**config.mk**
```make
export PLATFORM = sky130hd
export DESIGN_NAME = bc_texture_block_decoder_unit_flat
export DESIGN_NICKNAME = d
export VERILOG_FILES = /design/src/design/bctd_pkg.sv /design/src/design/bctd_ifs.sv /design/src/design/bc_texture_block_decoder_unit.sv /design/src/design/bctd_front.sv /design/src/design/bctd_fifo.sv /design/src/design/bctd_back.sv /design/src/flat_wrapper.sv
export VERILOG_INCLUDE_DIRS = /design/src /design/src/design
export SDC_FILE = /design/constraint.sdc
export NUM_CORES = 2
export LEC_CHECK = 0
export BUFFER_PORTS_ARGS = -buffer_cell sky130_fd_sc_hd__buf_2
export CAP_MARGIN = 25
export CORE_ASPECT_RATIO = 2
export CORE_MARGIN = 4
export CORE_UTILIZATION = 45
export CTS_BUF_LIST = sky130_fd_sc_hd__clkbuf_8
export CTS_CLUSTER_SIZE = 28
export DETAILED_ROUTE_END_ITERATION = 10
export GPL_ROUTABILITY_DRIVEN = 0
export SLEW_MARGIN = 20
export SYNTH_ARGS = -nofsm -noshare
export SYNTH_HDL_FRONTEND = slang
export SYNTH_SLANG_ARGS = --single-unit
```
**constraint.sdc**
```tcl
create_clock -name clk -period 16.6 [get_ports clk]
set_input_delay 2.49 -clock clk [delete_from_list [all_inputs] [get_ports clk]]
set_output_delay 2.49 -clock clk [all_outputs]
set_load 0.005 [all_outputs]
```
**src/design/bc_texture_block_decoder_unit_macros.svh**
```systemverilog
// Assertion macros for the texture block decoder.
`ifndef BC_TEXTURE_BLOCK_DECODER_UNIT_MACROS_SVH
`define BC_TEXTURE_BLOCK_DECODER_UNIT_MACROS_SVH

// same-cycle implication
`define BCTD_ASSERT_IMPL(name, ck, rn, ante, cons) \
	name: assert property (@(posedge ck) disable iff (!(rn)) (ante) |-> (cons)) \
		else $error("bctd: same-cycle check failed");

// next-cycle implication
`define BCTD_ASSERT_NEXT(name, ck, rn, ante, cons) \
	name: assert property (@(posedge ck) disable iff (!(rn)) (ante) |=> (cons)) \
		else $error("bctd: next-cycle check failed");

`endif

```
**src/design/bctd_pkg.sv**
```systemverilog
// Types and constants shared by the texture block decoder modules.
package bctd_pkg;

	localparam int DIM_W       = 15;
	localparam int COUNT_W     = 12;
	localparam int COORD_W     = 14;
	localparam int CFG_IDX_W   = 2;
	localparam int CFG_DATA_W  = 15;
	localparam int QUEUE_DEPTH = 2;

	localparam logic [CFG_IDX_W-1:0] CFG_FORMAT = 2'd0;
	localparam logic [CFG_IDX_W-1:0] CFG_WIDTH  = 2'd1;
	localparam logic [CFG_IDX_W-1:0] CFG_HEIGHT = 2'd2;

	typedef enum logic [1:0] {
		FMT_BC1 = 2'd0,
		FMT_BC2 = 2'd1,
		FMT_BC3 = 2'd2
	} fmt_t;

	typedef struct packed {
		logic [7:0] r;
		logic [7:0] g;
		logic [7:0] b;
		logic [7:0] a;
	} rgba_t;

	typedef struct packed {
		fmt_t                  fmt;
		rgba_t [3:0]           pal;
		logic [7:0][7:0]       atab;
		logic [15:0][1:0]      cidx;
		logic [15:0][3:0]      anib;
		logic [15:0][2:0]      aidx;
		logic [15:0]           mask;
		logic [COUNT_W-1:0]    bx;
		logic [COUNT_W-1:0]    by;
		logic                  last_block;
	} blk_entry_t;

	typedef struct packed {
		logic full;
		logic empty;
	} qstat_t;

endpackage

```
**src/design/bctd_ifs.sv**
```systemverilog
// Handshake interfaces for compressed blocks and decoded pixels.
interface bctd_block_if;
	logic        valid;
	logic        ready;
	logic [63:0] color_part;
	logic [63:0] alpha_part;

	modport source(output valid, color_part, alpha_part, input ready);
	modport sink(input valid, color_part, alpha_part, output ready);
endinterface

interface bctd_pixel_if;
	logic        valid;
	logic        ready;
	logic [13:0] pixel_x;
	logic [13:0] pixel_y;
	logic [7:0]  red;
	logic [7:0]  green;
	logic [7:0]  blue;
	logic [7:0]  alpha;
	logic        block_done;
	logic        image_done;

	modport source(output valid, pixel_x, pixel_y, red, green, blue, alpha, block_done,
		image_done, input ready);
	modport sink(input valid, pixel_x, pixel_y, red, green, blue, alpha, block_done,
		image_done, output ready);
endinterface

```
**src/design/bc_texture_block_decoder_unit.sv**
```systemverilog
// Top level of the BC1/BC2/BC3 texture block decoder.
// Path: an accepted block is registered in the front end, queued, loaded into the
// back end, and each of its pixels is registered at the output. While a block is
// emitted, the front end and a two-entry queue take further blocks. The back end
// pixel counter steps one position per cycle; only emitted ones wait on a stall.
// Reset: arst_n clears the position to block 0,0 and sets BC1, 4x4 pixels.
`include "bc_texture_block_decoder_unit_macros.svh"

module bc_texture_block_decoder_unit #(
	parameter int MAX_DIMENSION = 16384
) (
	input  logic                            clk,
	input  logic                            arst_n,
	input  logic                            cfg_we,
	input  logic [bctd_pkg::CFG_IDX_W-1:0]  cfg_index,
	input  logic [bctd_pkg::CFG_DATA_W-1:0] cfg_data,
	bctd_block_if.sink                      blk,
	bctd_pixel_if.source                    pix
);
	import bctd_pkg::*;

	logic       push;
	logic       pop;
	blk_entry_t push_data;
	blk_entry_t pop_data;
	qstat_t     qstat;

	bctd_front #(
		.MAX_DIMENSION(MAX_DIMENSION)
	) u_front (
		.clk       (clk),
		.arst_n    (arst_n),
		.cfg_we    (cfg_we),
		.cfg_index (cfg_index),
		.cfg_data  (cfg_data),
		.blk       (blk),
		.push      (push),
		.push_data (push_data),
		.qstat     (qstat)
	);

	bctd_fifo u_fifo (
		.clk       (clk),
		.arst_n    (arst_n),
		.push      (push),
		.push_data (push_data),
		.pop       (pop),
		.pop_data  (pop_data),
		.qstat     (qstat)
	);

	bctd_back u_back (
		.clk      (clk),
		.arst_n   (arst_n),
		.qstat    (qstat),
		.pop_data (pop_data),
		.pop      (pop),
		.pix      (pix)
	);

	`BCTD_ASSERT_IMPL(a_image_done_ends_block, clk, arst_n, pix.valid && pix.image_done, pix.block_done)
	`BCTD_ASSERT_IMPL(a_no_push_when_full, clk, arst_n, push, !qstat.full)
	`BCTD_ASSERT_IMPL(a_no_pop_when_empty, clk, arst_n, pop, !qstat.empty)
	`BCTD_ASSERT_NEXT(a_push_fills_queue, clk, arst_n, push && !pop, !qstat.empty)

endmodule

```
**src/design/bctd_front.sv**
```systemverilog
// Front end: configuration, block position, palette and alpha table build.
module bctd_front #(
	parameter int MAX_DIMENSION = 16384
) (
	input  logic                           clk,
	input  logic                           arst_n,
	input  logic                           cfg_we,
	input  logic [bctd_pkg::CFG_IDX_W-1:0] cfg_index,
	input  logic [bctd_pkg::CFG_DATA_W-1:0] cfg_data,
	bctd_block_if.sink                     blk,
	output logic                           push,
	output bctd_pkg::blk_entry_t           push_data,
	input  bctd_pkg::qstat_t               qstat
);
	import bctd_pkg::*;

	localparam int LIM = (MAX_DIMENSION < 16384) ? MAX_DIMENSION : 16384;
	localparam logic [DIM_W-1:0] DIM_LIM = DIM_W'(LIM);
	localparam int BC_W = DIM_W - 1;

	typedef struct packed {
		fmt_t                  fmt;
		logic                  three;
		logic [2:0][7:0]       e0;
		logic [2:0][7:0]       e1;
		logic [2:0][9:0]       n2;
		logic [2:0][9:0]       n3;
		logic                  agt;
		logic [7:0]            a0;
		logic [7:0]            a1;
		logic [5:0][10:0]      an;
		logic [15:0][1:0]      cidx;
		logic [63:0]           apart;
		logic [15:0]           mask;
		logic [COUNT_W-1:0]    bx;
		logic [COUNT_W-1:0]    by;
		logic                  last_block;
	} s1_t;

	function automatic logic [2:0][7:0] widen565(input logic [15:0] v);
		return {v[15:11], v[15:13], v[10:5], v[10:9], v[4:0], v[4:2]};
	endfunction

	function automatic logic [7:0] div3(input logic [9:0] n);
		logic [19:0] prod;
		prod = 20'(n) * 20'd683;
		return prod[18:11];
	endfunction

	function automatic logic [7:0] div7(input logic [10:0] n);
		logic [23:0] prod;
		prod = 24'(n) * 24'd4682;
		return prod[22:15];
	endfunction

	function automatic logic [7:0] div5(input logic [10:0] n);
		logic [23:0] prod;
		prod = 24'(n) * 24'd6554;
		return prod[22:15];
	endfunction

	logic [1:0]         fmt_raw_q;
	logic [DIM_W-1:0]   width_q;
	logic [DIM_W-1:0]   height_q;
	logic [COUNT_W-1:0] col_q;
	logic [COUNT_W-1:0] row_q;
	logic               s1_valid_s1;
	s1_t                s1_s1;

	logic [DIM_W-1:0]   w_c;
	logic [DIM_W-1:0]   h_c;
	logic [DIM_W:0]     w_sum;
	logic [DIM_W:0]     h_sum;
	logic [BC_W-1:0]    bx_cnt;
	logic [BC_W-1:0]    by_cnt;
	logic [BC_W-1:0]    col_nx;
	logic [BC_W-1:0]    row_nx;
	logic [3:0]         col_ok;
	logic [3:0]         row_ok;
	fmt_t               fmt_c;
	logic               acc;
	s1_t                s1_d;
	logic [2:0][7:0]    c2;
	logic [2:0][7:0]    c3;

	always_comb begin
		w_c = (width_q == '0) ? DIM_W'(1) : ((width_q > DIM_LIM) ? DIM_LIM : width_q);
		h_c = (height_q == '0) ? DIM_W'(1) : ((height_q > DIM_LIM) ? DIM_LIM : height_q);
		w_sum = {1'b0, w_c} + (DIM_W+1)'(3);
		h_sum = {1'b0, h_c} + (DIM_W+1)'(3);
		bx_cnt = w_sum[DIM_W:2];
		by_cnt = h_sum[DIM_W:2];
		col_nx = BC_W'(col_q) + BC_W'(1);
		row_nx = BC_W'(row_q) + BC_W'(1);
		for (int c = 0; c < 4; c++) begin
			col_ok[c] = {1'b0, col_q, 2'(c)} < w_c;
			row_ok[c] = {1'b0, row_q, 2'(c)} < h_c;
		end
		case (fmt_raw_q)
			FMT_BC2: fmt_c = FMT_BC2;
			FMT_BC3: fmt_c = FMT_BC3;
			default: fmt_c = FMT_BC1;
		endcase
	end

	assign blk.ready = !s1_valid_s1 || !qstat.full;
	assign acc       = blk.valid && blk.ready;
	assign push      = s1_valid_s1 && !qstat.full;

	always_comb begin
		s1_d.fmt   = fmt_c;
		s1_d.e0    = widen565(blk.color_part[15:0]);
		s1_d.e1    = widen565(blk.color_part[31:16]);
		s1_d.three = (fmt_c == FMT_BC1) && (blk.color_part[15:0] <= blk.color_part[31:16]);
		for (int ch = 0; ch < 3; ch++) begin
			s1_d.n2[ch] = s1_d.three ? ({2'b00, s1_d.e0[ch]} + {2'b00, s1_d.e1[ch]})
				: ({1'b0, s1_d.e0[ch], 1'b0} + {2'b00, s1_d.e1[ch]});
			s1_d.n3[ch] = {2'b00, s1_d.e0[ch]} + {1'b0, s1_d.e1[ch], 1'b0};
		end
		s1_d.a0  = blk.alpha_part[7:0];
		s1_d.a1  = blk.alpha_part[15:8];
		s1_d.agt = s1_d.a0 > s1_d.a1;
		for (int i = 1; i <= 6; i++) begin
			if (s1_d.agt) begin
				s1_d.an[i-1] = 11'(7 - i) * 11'(s1_d.a0) + 11'(i) * 11'(s1_d.a1);
			end else if (i <= 4) begin
				s1_d.an[i-1] = 11'(5 - i) * 11'(s1_d.a0) + 11'(i) * 11'(s1_d.a1);
			end else begin
				s1_d.an[i-1] = '0;
			end
		end
		s1_d.cidx  = blk.color_part[63:32];
		s1_d.apart = blk.alpha_part;
		for (int p = 0; p < 16; p++) begin
			s1_d.mask[p] = col_ok[p % 4] && row_ok[p / 4];
		end
		s1_d.bx = col_q;
		s1_d.by = row_q;
		s1_d.last_block = (col_nx == bx_cnt) && (row_nx == by_cnt);
	end

	always_comb begin
		for (int ch = 0; ch < 3; ch++) begin
			c2[ch] = s1_s1.three ? s1_s1.n2[ch][8:1] : div3(s1_s1.n2[ch]);
			c3[ch] = s1_s1.three ? 8'd0 : div3(s1_s1.n3[ch]);
		end
		push_data.fmt    = s1_s1.fmt;
		push_data.pal[0] = '{r: s1_s1.e0[2], g: s1_s1.e0[1], b: s1_s1.e0[0], a: 8'hFF};
		push_data.pal[1] = '{r: s1_s1.e1[2], g: s1_s1.e1[1], b: s1_s1.e1[0], a: 8'hFF};
		push_data.pal[2] = '{r: c2[2], g: c2[1], b: c2[0], a: 8'hFF};
		push_data.pal[3] = '{r: c3[2], g: c3[1], b: c3[0],
			a: (s1_s1.three ? 8'h00 : 8'hFF)};
		push_data.atab[0] = s1_s1.a0;
		push_data.atab[1] = s1_s1.a1;
		for (int i = 1; i <= 6; i++) begin
			if (s1_s1.agt) begin
				push_data.atab[i+1] = div7(s1_s1.an[i-1]);
			end else if (i <= 4) begin
				push_data.atab[i+1] = div5(s1_s1.an[i-1]);
			end else begin
				push_data.atab[i+1] = (i == 5) ? 8'h00 : 8'hFF;
			end
		end
		push_data.cidx       = s1_s1.cidx;
		push_data.anib       = s1_s1.apart;
		push_data.aidx       = s1_s1.apart[63:16];
		push_data.mask       = s1_s1.mask;
		push_data.bx         = s1_s1.bx;
		push_data.by         = s1_s1.by;
		push_data.last_block = s1_s1.last_block;
	end

	always_ff @(posedge clk or negedge arst_n) begin
		if (!arst_n) begin
			fmt_raw_q   <= FMT_BC1;
			width_q     <= DIM_W'(4);
			height_q    <= DIM_W'(4);
			col_q       <= '0;
			row_q       <= '0;
			s1_valid_s1 <= 1'b0;
		end else begin
			if (cfg_we) begin
				case (cfg_index)
					CFG_FORMAT: fmt_raw_q <= cfg_data[1:0];
					CFG_WIDTH:  width_q   <= cfg_data;
					CFG_HEIGHT: height_q  <= cfg_data;
					default: ;
				endcase
			end
			if (blk.ready) begin
				s1_valid_s1 <= blk.valid;
			end
			if (acc) begin
				if (col_nx >= bx_cnt) begin
					col_q <= '0;
					if (row_nx >= by_cnt) begin
						row_q <= '0;
					end else begin
						row_q <= row_nx[COUNT_W-1:0];
					end
				end else begin
					col_q <= col_nx[COUNT_W-1:0];
				end
			end
		end
	end

	always_ff @(posedge clk) begin
		if (acc) begin
			s1_s1 <= s1_d;
		end
	end

endmodule

```
**src/design/bctd_fifo.sv**
```systemverilog
// Short queue of decoded block descriptors between front and back end.
module bctd_fifo (
	input  logic                 clk,
	input  logic                 arst_n,
	input  logic                 push,
	input  bctd_pkg::blk_entry_t push_data,
	input  logic                 pop,
	output bctd_pkg::blk_entry_t pop_data,
	output bctd_pkg::qstat_t     qstat
);
	import bctd_pkg::*;

	localparam int PTR_W = (QUEUE_DEPTH > 1) ? $clog2(QUEUE_DEPTH) : 1;
	localparam int CNT_W = $clog2(QUEUE_DEPTH + 1);
	localparam logic [PTR_W-1:0] LAST_PTR = PTR_W'(QUEUE_DEPTH - 1);

	blk_entry_t         mem_q [QUEUE_DEPTH];
	logic [PTR_W-1:0]   wr_ptr_q;
	logic [PTR_W-1:0]   rd_ptr_q;
	logic [CNT_W-1:0]   count_q;

	assign pop_data    = mem_q[rd_ptr_q];
	assign qstat.full  = count_q == CNT_W'(QUEUE_DEPTH);
	assign qstat.empty = count_q == '0;

	always_ff @(posedge clk or negedge arst_n) begin
		if (!arst_n) begin
			wr_ptr_q <= '0;
			rd_ptr_q <= '0;
			count_q  <= '0;
		end else begin
			if (push) begin
				wr_ptr_q <= (wr_ptr_q == LAST_PTR) ? '0 : wr_ptr_q + PTR_W'(1);
			end
			if (pop) begin
				rd_ptr_q <= (rd_ptr_q == LAST_PTR) ? '0 : rd_ptr_q + PTR_W'(1);
			end
			if (push && !pop) begin
				count_q <= count_q + CNT_W'(1);
			end else if (pop && !push) begin
				count_q <= count_q - CNT_W'(1);
			end
		end
	end

	always_ff @(posedge clk) begin
		if (push) begin
			mem_q[wr_ptr_q] <= push_data;
		end
	end

endmodule

```
**src/design/bctd_back.sv**
```systemverilog
// Back end: walks the sixteen pixels of a block and registers each output item.
module bctd_back (
	input  logic                 clk,
	input  logic                 arst_n,
	input  bctd_pkg::qstat_t     qstat,
	input  bctd_pkg::blk_entry_t pop_data,
	output logic                 pop,
	bctd_pixel_if.source         pix
);
	import bctd_pkg::*;

	blk_entry_t          cur_q;
	logic                cur_valid_q;
	logic [3:0]          pidx_q;
	logic                pix_valid_q;
	logic [COORD_W-1:0]  pixel_x_q;
	logic [COORD_W-1:0]  pixel_y_q;
	rgba_t               color_q;
	logic                block_done_q;
	logic                image_done_q;

	logic                emit;
	logic                out_free;
	logic                step;
	logic                last_step;
	logic                block_end;
	rgba_t               texel;
	logic [3:0]          nib;

	always_comb begin
		emit      = cur_valid_q && cur_q.mask[pidx_q];
		out_free  = !pix_valid_q || pix.ready;
		step      = cur_valid_q && (!cur_q.mask[pidx_q] || out_free);
		last_step = step && (pidx_q == 4'd15);
		pop       = !qstat.empty && (!cur_valid_q || last_step);
		block_end = (cur_q.mask >> pidx_q) == 16'd1;
		texel     = cur_q.pal[cur_q.cidx[pidx_q]];
		nib       = cur_q.anib[pidx_q];
		case (cur_q.fmt)
			FMT_BC2: texel.a = {nib, nib};
			FMT_BC3: texel.a = cur_q.atab[cur_q.aidx[pidx_q]];
			default: ;
		endcase
	end

	always_ff @(posedge clk or negedge arst_n) begin
		if (!arst_n) begin
			cur_valid_q <= 1'b0;
			pidx_q      <= '0;
			pix_valid_q <= 1'b0;
		end else begin
			if (pop) begin
				cur_valid_q <= 1'b1;
				pidx_q      <= '0;
			end else if (step) begin
				pidx_q <= pidx_q + 4'd1;
				if (last_step) begin
					cur_valid_q <= 1'b0;
				end
			end
			if (out_free) begin
				pix_valid_q <= emit;
			end
		end
	end

	always_ff @(posedge clk) begin
		if (pop) begin
			cur_q <= pop_data;
		end
		if (emit && out_free) begin
			pixel_x_q    <= {cur_q.bx, pidx_q[1:0]};
			pixel_y_q    <= {cur_q.by, pidx_q[3:2]};
			color_q      <= texel;
			block_done_q <= block_end;
			image_done_q <= block_end && cur_q.last_block;
		end
	end

	assign pix.valid      = pix_valid_q;
	assign pix.pixel_x    = pixel_x_q;
	assign pix.pixel_y    = pixel_y_q;
	assign pix.red        = color_q.r;
	assign pix.green      = color_q.g;
	assign pix.blue       = color_q.b;
	assign pix.alpha      = color_q.a;
	assign pix.block_done = block_done_q;
	assign pix.image_done = image_done_q;

endmodule
```
**src/flat_wrapper.sv**
```systemverilog
// flat-port wrapper written by rule: the top's interface ports become plain ports
module bc_texture_block_decoder_unit_flat import bctd_pkg::*;
#(
	parameter int MAX_DIMENSION = 16384
)
  (clk, arst_n, cfg_we, cfg_index, cfg_data, blk_valid, blk_color_part, blk_alpha_part, blk_ready, pix_valid, pix_pixel_x, pix_pixel_y, pix_red, pix_green, pix_blue, pix_alpha, pix_block_done, pix_image_done, pix_ready);
  bctd_block_if blk_i ();
  bctd_pixel_if pix_i ();
  input  logic clk;
  input  logic arst_n;
  input  logic cfg_we;
  input  logic [bctd_pkg::CFG_IDX_W-1:0] cfg_index;
  input  logic [bctd_pkg::CFG_DATA_W-1:0] cfg_data;
  input wire logic [$bits(blk_i.valid)-1:0] blk_valid;
  input wire logic [$bits(blk_i.color_part)-1:0] blk_color_part;
  input wire logic [$bits(blk_i.alpha_part)-1:0] blk_alpha_part;
  output wire logic [$bits(blk_i.ready)-1:0] blk_ready;
  output wire logic [$bits(pix_i.valid)-1:0] pix_valid;
  output wire logic [$bits(pix_i.pixel_x)-1:0] pix_pixel_x;
  output wire logic [$bits(pix_i.pixel_y)-1:0] pix_pixel_y;
  output wire logic [$bits(pix_i.red)-1:0] pix_red;
  output wire logic [$bits(pix_i.green)-1:0] pix_green;
  output wire logic [$bits(pix_i.blue)-1:0] pix_blue;
  output wire logic [$bits(pix_i.alpha)-1:0] pix_alpha;
  output wire logic [$bits(pix_i.block_done)-1:0] pix_block_done;
  output wire logic [$bits(pix_i.image_done)-1:0] pix_image_done;
  input wire logic [$bits(pix_i.ready)-1:0] pix_ready;
  assign blk_i.valid = blk_valid;
  assign blk_i.color_part = blk_color_part;
  assign blk_i.alpha_part = blk_alpha_part;
  assign blk_ready = blk_i.ready;
  assign pix_valid = pix_i.valid;
  assign pix_pixel_x = pix_i.pixel_x;
  assign pix_pixel_y = pix_i.pixel_y;
  assign pix_red = pix_i.red;
  assign pix_green = pix_i.green;
  assign pix_blue = pix_i.blue;
  assign pix_alpha = pix_i.alpha;
  assign pix_block_done = pix_i.block_done;
  assign pix_image_done = pix_i.image_done;
  assign pix_i.ready = pix_ready;
  bc_texture_block_decoder_unit #(.MAX_DIMENSION(MAX_DIMENSION)) u_core (.clk(clk), .arst_n(arst_n), .cfg_we(cfg_we), .cfg_index(cfg_index), .cfg_data(cfg_data), .blk(blk_i), .pix(pix_i));
endmodule
```
==> summary.txt <==
Run status
  – Status: completed

Global routing
  – Vias in the first global route: 52700
  – Largest net degree at the start of global routing: 135
  – GRT Total Usage: 0.211
  – Initial antenna violation count: 17
  – GRT overflow: 0
  – Wire length of the first global-routing pass: 298000 microns

Layout
  – Commonest non-fill, non-tap cell in the layout: ha_1
  – Final #Nets: 8167
  – Fillers: 15600
  – Most frequent cells in the layout: ha_1, edfxtp_1, inv_1, fa_1, mux2_2
  – Non-Filler Cell Area, Final: 0.0874 sq mm
  – Final core occ: 0.496
  – Layout area overhead: 9.62%
  – Layout cell share with drive strength beyond 1: 0.139

STA
  – Setup TNS: 0 ns
  – Fin crit share: 0.377
  – Final setup fails: 0
  – Slew Limit Headroom: 0.302
  – Min cycle time layout: 6.26 ns
  – Clk_skew: 0.0913 ns
  – Slew Limit Fails: 0
  – RSZ-0062 raised after global routing: no
  – Final hold vios: 0
  – Max Fclk: 0.160 GHz
  – Measured slew at the worst slew-check pin: 1.02 ns

Critical path
  – Most used cell, CP: o21a_1
  – Reg-to-Reg Start: u_core.u_front.s1_s1[142]
  – CP Class: primary input to register
  – Worst EP arrival: 6.92 ns
  – Crit-path max FO: 54
  – Buffers & Inverters on Critical Path: 5
  – Crit start category: primary input
  – Reg2Reg Setup Slack: 10.62 ns
  – Critical-path cell list: buf_2 > inv_1 > ha_1 > nor2b_1 > o21a_1 > o21a_1 > o21a_1 > o21a_1 > o31ai_4 > buf_4 > inv_1 > buf_4 > mux2_2 > ha_1 > a21oi_1 > nor2_1 > nor2_1 > o21bai_1 > a21oi_1 > nor2b_1 > o21ai_0 > nand2b_1
  – CP Capture Type: register
  – Critical Path Max Stage Delay: 0.54 ns
  – FF-to-FF path depth: 18
  – Reg-to-reg endpoint: u_core.u_fifo.mem_q[1][207]
  – CP max-delay cell: buf_4
  – Critical path data required time: 17.25 ns
  – Crit path max-delay family: compound AO/OA/AOI/OAI gates

Clock network
  – CTS Buf Count: 190
  – Post-CTS Hold Fix Bufs: 0
  – CTS tree: built
  – Clock sinks: 1225
  – Clk root buf: clkbuf_8
  – Post-CTS Resized: 0
  – H-tree Lvls: 4
  – Setup bufs post-CTS: 0
  – Worst-skew pair later-pin latency: 0.93 ns
  – CTS max path bufs: 4
  – Reg clk slew, reported paths: 0.07 ns

Yosys
  – Synth area leader: edfxtp_1
  – Asr flop ratio synth: 0.0547
  – Seq/Total Area, Yosys: 0.457
  – Synth top area share: 0.436
  – Syn Inst Count: 6095
  – Post-Syn Area: 0.0797 sq mm
  – Synthesis Warnings: 0
  – Post-synth EDFFs: 1158
  – Avg Inst Size Synth: 13.1 sq um
  – FF+latch count, synth: 1225
  – Ys flop type: edfxtp_1
  – Net count after synthesis: 7812
  – Area contributors post-synth: edfxtp_1, ha_1, fa_1, inv_1, mux2_2
  – Post-synthesis cell type count: 78

Floorplanning
  – Die W: 306 microns
  – Die height: 603 microns
  – Row count: 218
  – Core area: 0.176 sq mm
  – Io pins: 214
  – Die ar.: 0.184 sq mm
  – Initial Utilization: 0.453

Min path
  – Hold Path Depth: 0
  – Hold path start: u_core.u_back.cur_q[14]
  – Hold endpoint: u_core.u_back.pix.pixel_x[3]
  – HP Class: register to register

Drt
  – Routed WL per cell: 21.7 microns
  – # DRC: 0
  – Vias post-DR: 47600
  – Total length of routed wires: 193000 microns
  – Post-route ant nets: 0
  – Drt first pass iters: 6
  – Initial DRC Count: 2027
  – Drt via density: 5.35

Place
  – DP Wirelength: 149000 microns
  – IO Port Bufs: 213
  – Area post-placement: 0.0837 sq mm

Job
  – Max-capacitance violation count: 0
==> layer usage <==
metal,GRT usage,share of wire,up-vias
li1,-,-,22400
met1,0.204,0.33,23800
met2,0.420,0.57,890
met3,0.0265,0.032,452
met4,0.125,0.068,12
met5,0,0.00043,-
==> Yosys cell counts (8+ instances only) <==
master,count
o31a_1,8
a21o_1,90
or3_1,10
nand2b_1,54
nor2b_1,31
and3_1,25
o211ai_1,10
o21bai_1,53
ha_1,1203
clkbuf_1,66
o22ai_1,20
nor2_1,191
nand3b_1,8
xnor2_1,220
or2_2,9
a21oi_1,229
and2_1,17
nor3_1,64
mux2i_1,57
inv_1,992
nand4b_1,8
buf_2,11
nand2_1,176
a32o_1,10
mux2_2,317
o31ai_1,25
edfxtp_1,1158
nand4_1,34
a211oi_1,23
fa_1,364
o21ai_0,143
nand3_1,56
o21a_1,42
a31oi_1,16
dfrtp_1,65
nor3b_1,10
mux4_1,9
xor2_1,96
buf_1,11
mux4_2,63
==> flip-flops by register name (all words and copies together) (netlist names), 4 cells and up <==
register,count
u_core.u_back.cur_q,268
u_core.u_back.pidx_q,4
u_core.u_back.pix.alpha,8
u_core.u_back.pix.blue,8
u_core.u_back.pix.green,8
u_core.u_back.pix.pixel_x,14
u_core.u_back.pix.pixel_y,14
u_core.u_back.pix.red,8
u_core.u_fifo.mem_q,536
u_core.u_front.col_q,12
u_core.u_front.height_q,15
u_core.u_front.push_data,171
u_core.u_front.row_q,12
u_core.u_front.s1_s1,121
u_core.u_front.width_q,15
==> per-stage QoR <==
stage	hold WS [ns]	instances	worst slack [ns]
after detailed placement	0.405	8566	9.40
after global routing	0.416	8907	10.15
after global placement	0.400	8566	9.34
final	0.406	8909	10.34
after floorplan	0.400	6095	3.98
after CTS	0.395	8901	10.40
==> area by class of cell <==
| class | instances | area (sq um) | area share |
|---|---|---|---|
| multi-input cells | 3781 | 39100 | 0.448 |
| flip-flops and latches | 1225 | 36500 | 0.417 |
| inverters | 993 | 3730 | 0.0427 |
| well taps | 2310 | 2890 | 0.0331 |
| repair buffers | 259 | 1470 | 0.0168 |
| clock buffers | 194 | 2670 | 0.0305 |
| diodes | 6 | 15.0 | 0.000172 |
| clock inverters | 141 | 1020 | 0.0117 |
==> worst register-to-register path, cell delays in order (launching register included) <==
cell	delay, ns
edfxtp_1	0.60
ha_1	0.42
inv_1	0.06
fa_1	0.55
inv_1	0.07
fa_1	0.48
inv_1	0.05
fa_1	0.45
fa_1	0.50
inv_1	0.06
ha_1	0.29
o211ai_1	0.24
o21bai_1	0.14
nor3b_1	0.21
a21oi_1	0.16
o41ai_1	0.77
o21ai_0	0.26
xnor2_1	0.26
o22ai_1	0.14
==> cells by family after synthesis <==
family / count (synthesis) / synth area share
AND/OR/NAND/NOR: 709 / 0.0431
AO/OA/AOI/OAI: 740 / 0.0593
flip-flops: 1225 / 0.457
buffers and inverters: 1089 / 0.0524
adder cells (fa/ha/maj): 1567 / 0.280
multiplexers: 449 / 0.0731
XOR/XNOR: 316 / 0.0347
==> how the worst max path moves through the flow <==
stage / startpoint / slack (ns) / to / depth (start not counted)
finish: blk_alpha_part[9] / 10.34 / u_core.u_front.s1_s1[180] / 22
detailed placement: pix_ready / 9.40 / u_core.u_back.cur_q[155] / 8
floorplan: u_core.u_fifo.count_q[0] / 3.98 / u_core.u_fifo.mem_q[0][0] / 3
global placement: blk_alpha_part[9] / 9.34 / u_core.u_front.s1_s1[180] / 22
global route: blk_alpha_part[9] / 10.15 / u_core.u_front.s1_s1[180] / 22
CTS: pix_ready / 10.40 / u_core.u_back.cur_q[154] / 8
Power is not shown: default switching activity piles up to over one toggle a cycle in this logic, so the estimate is an artifact.
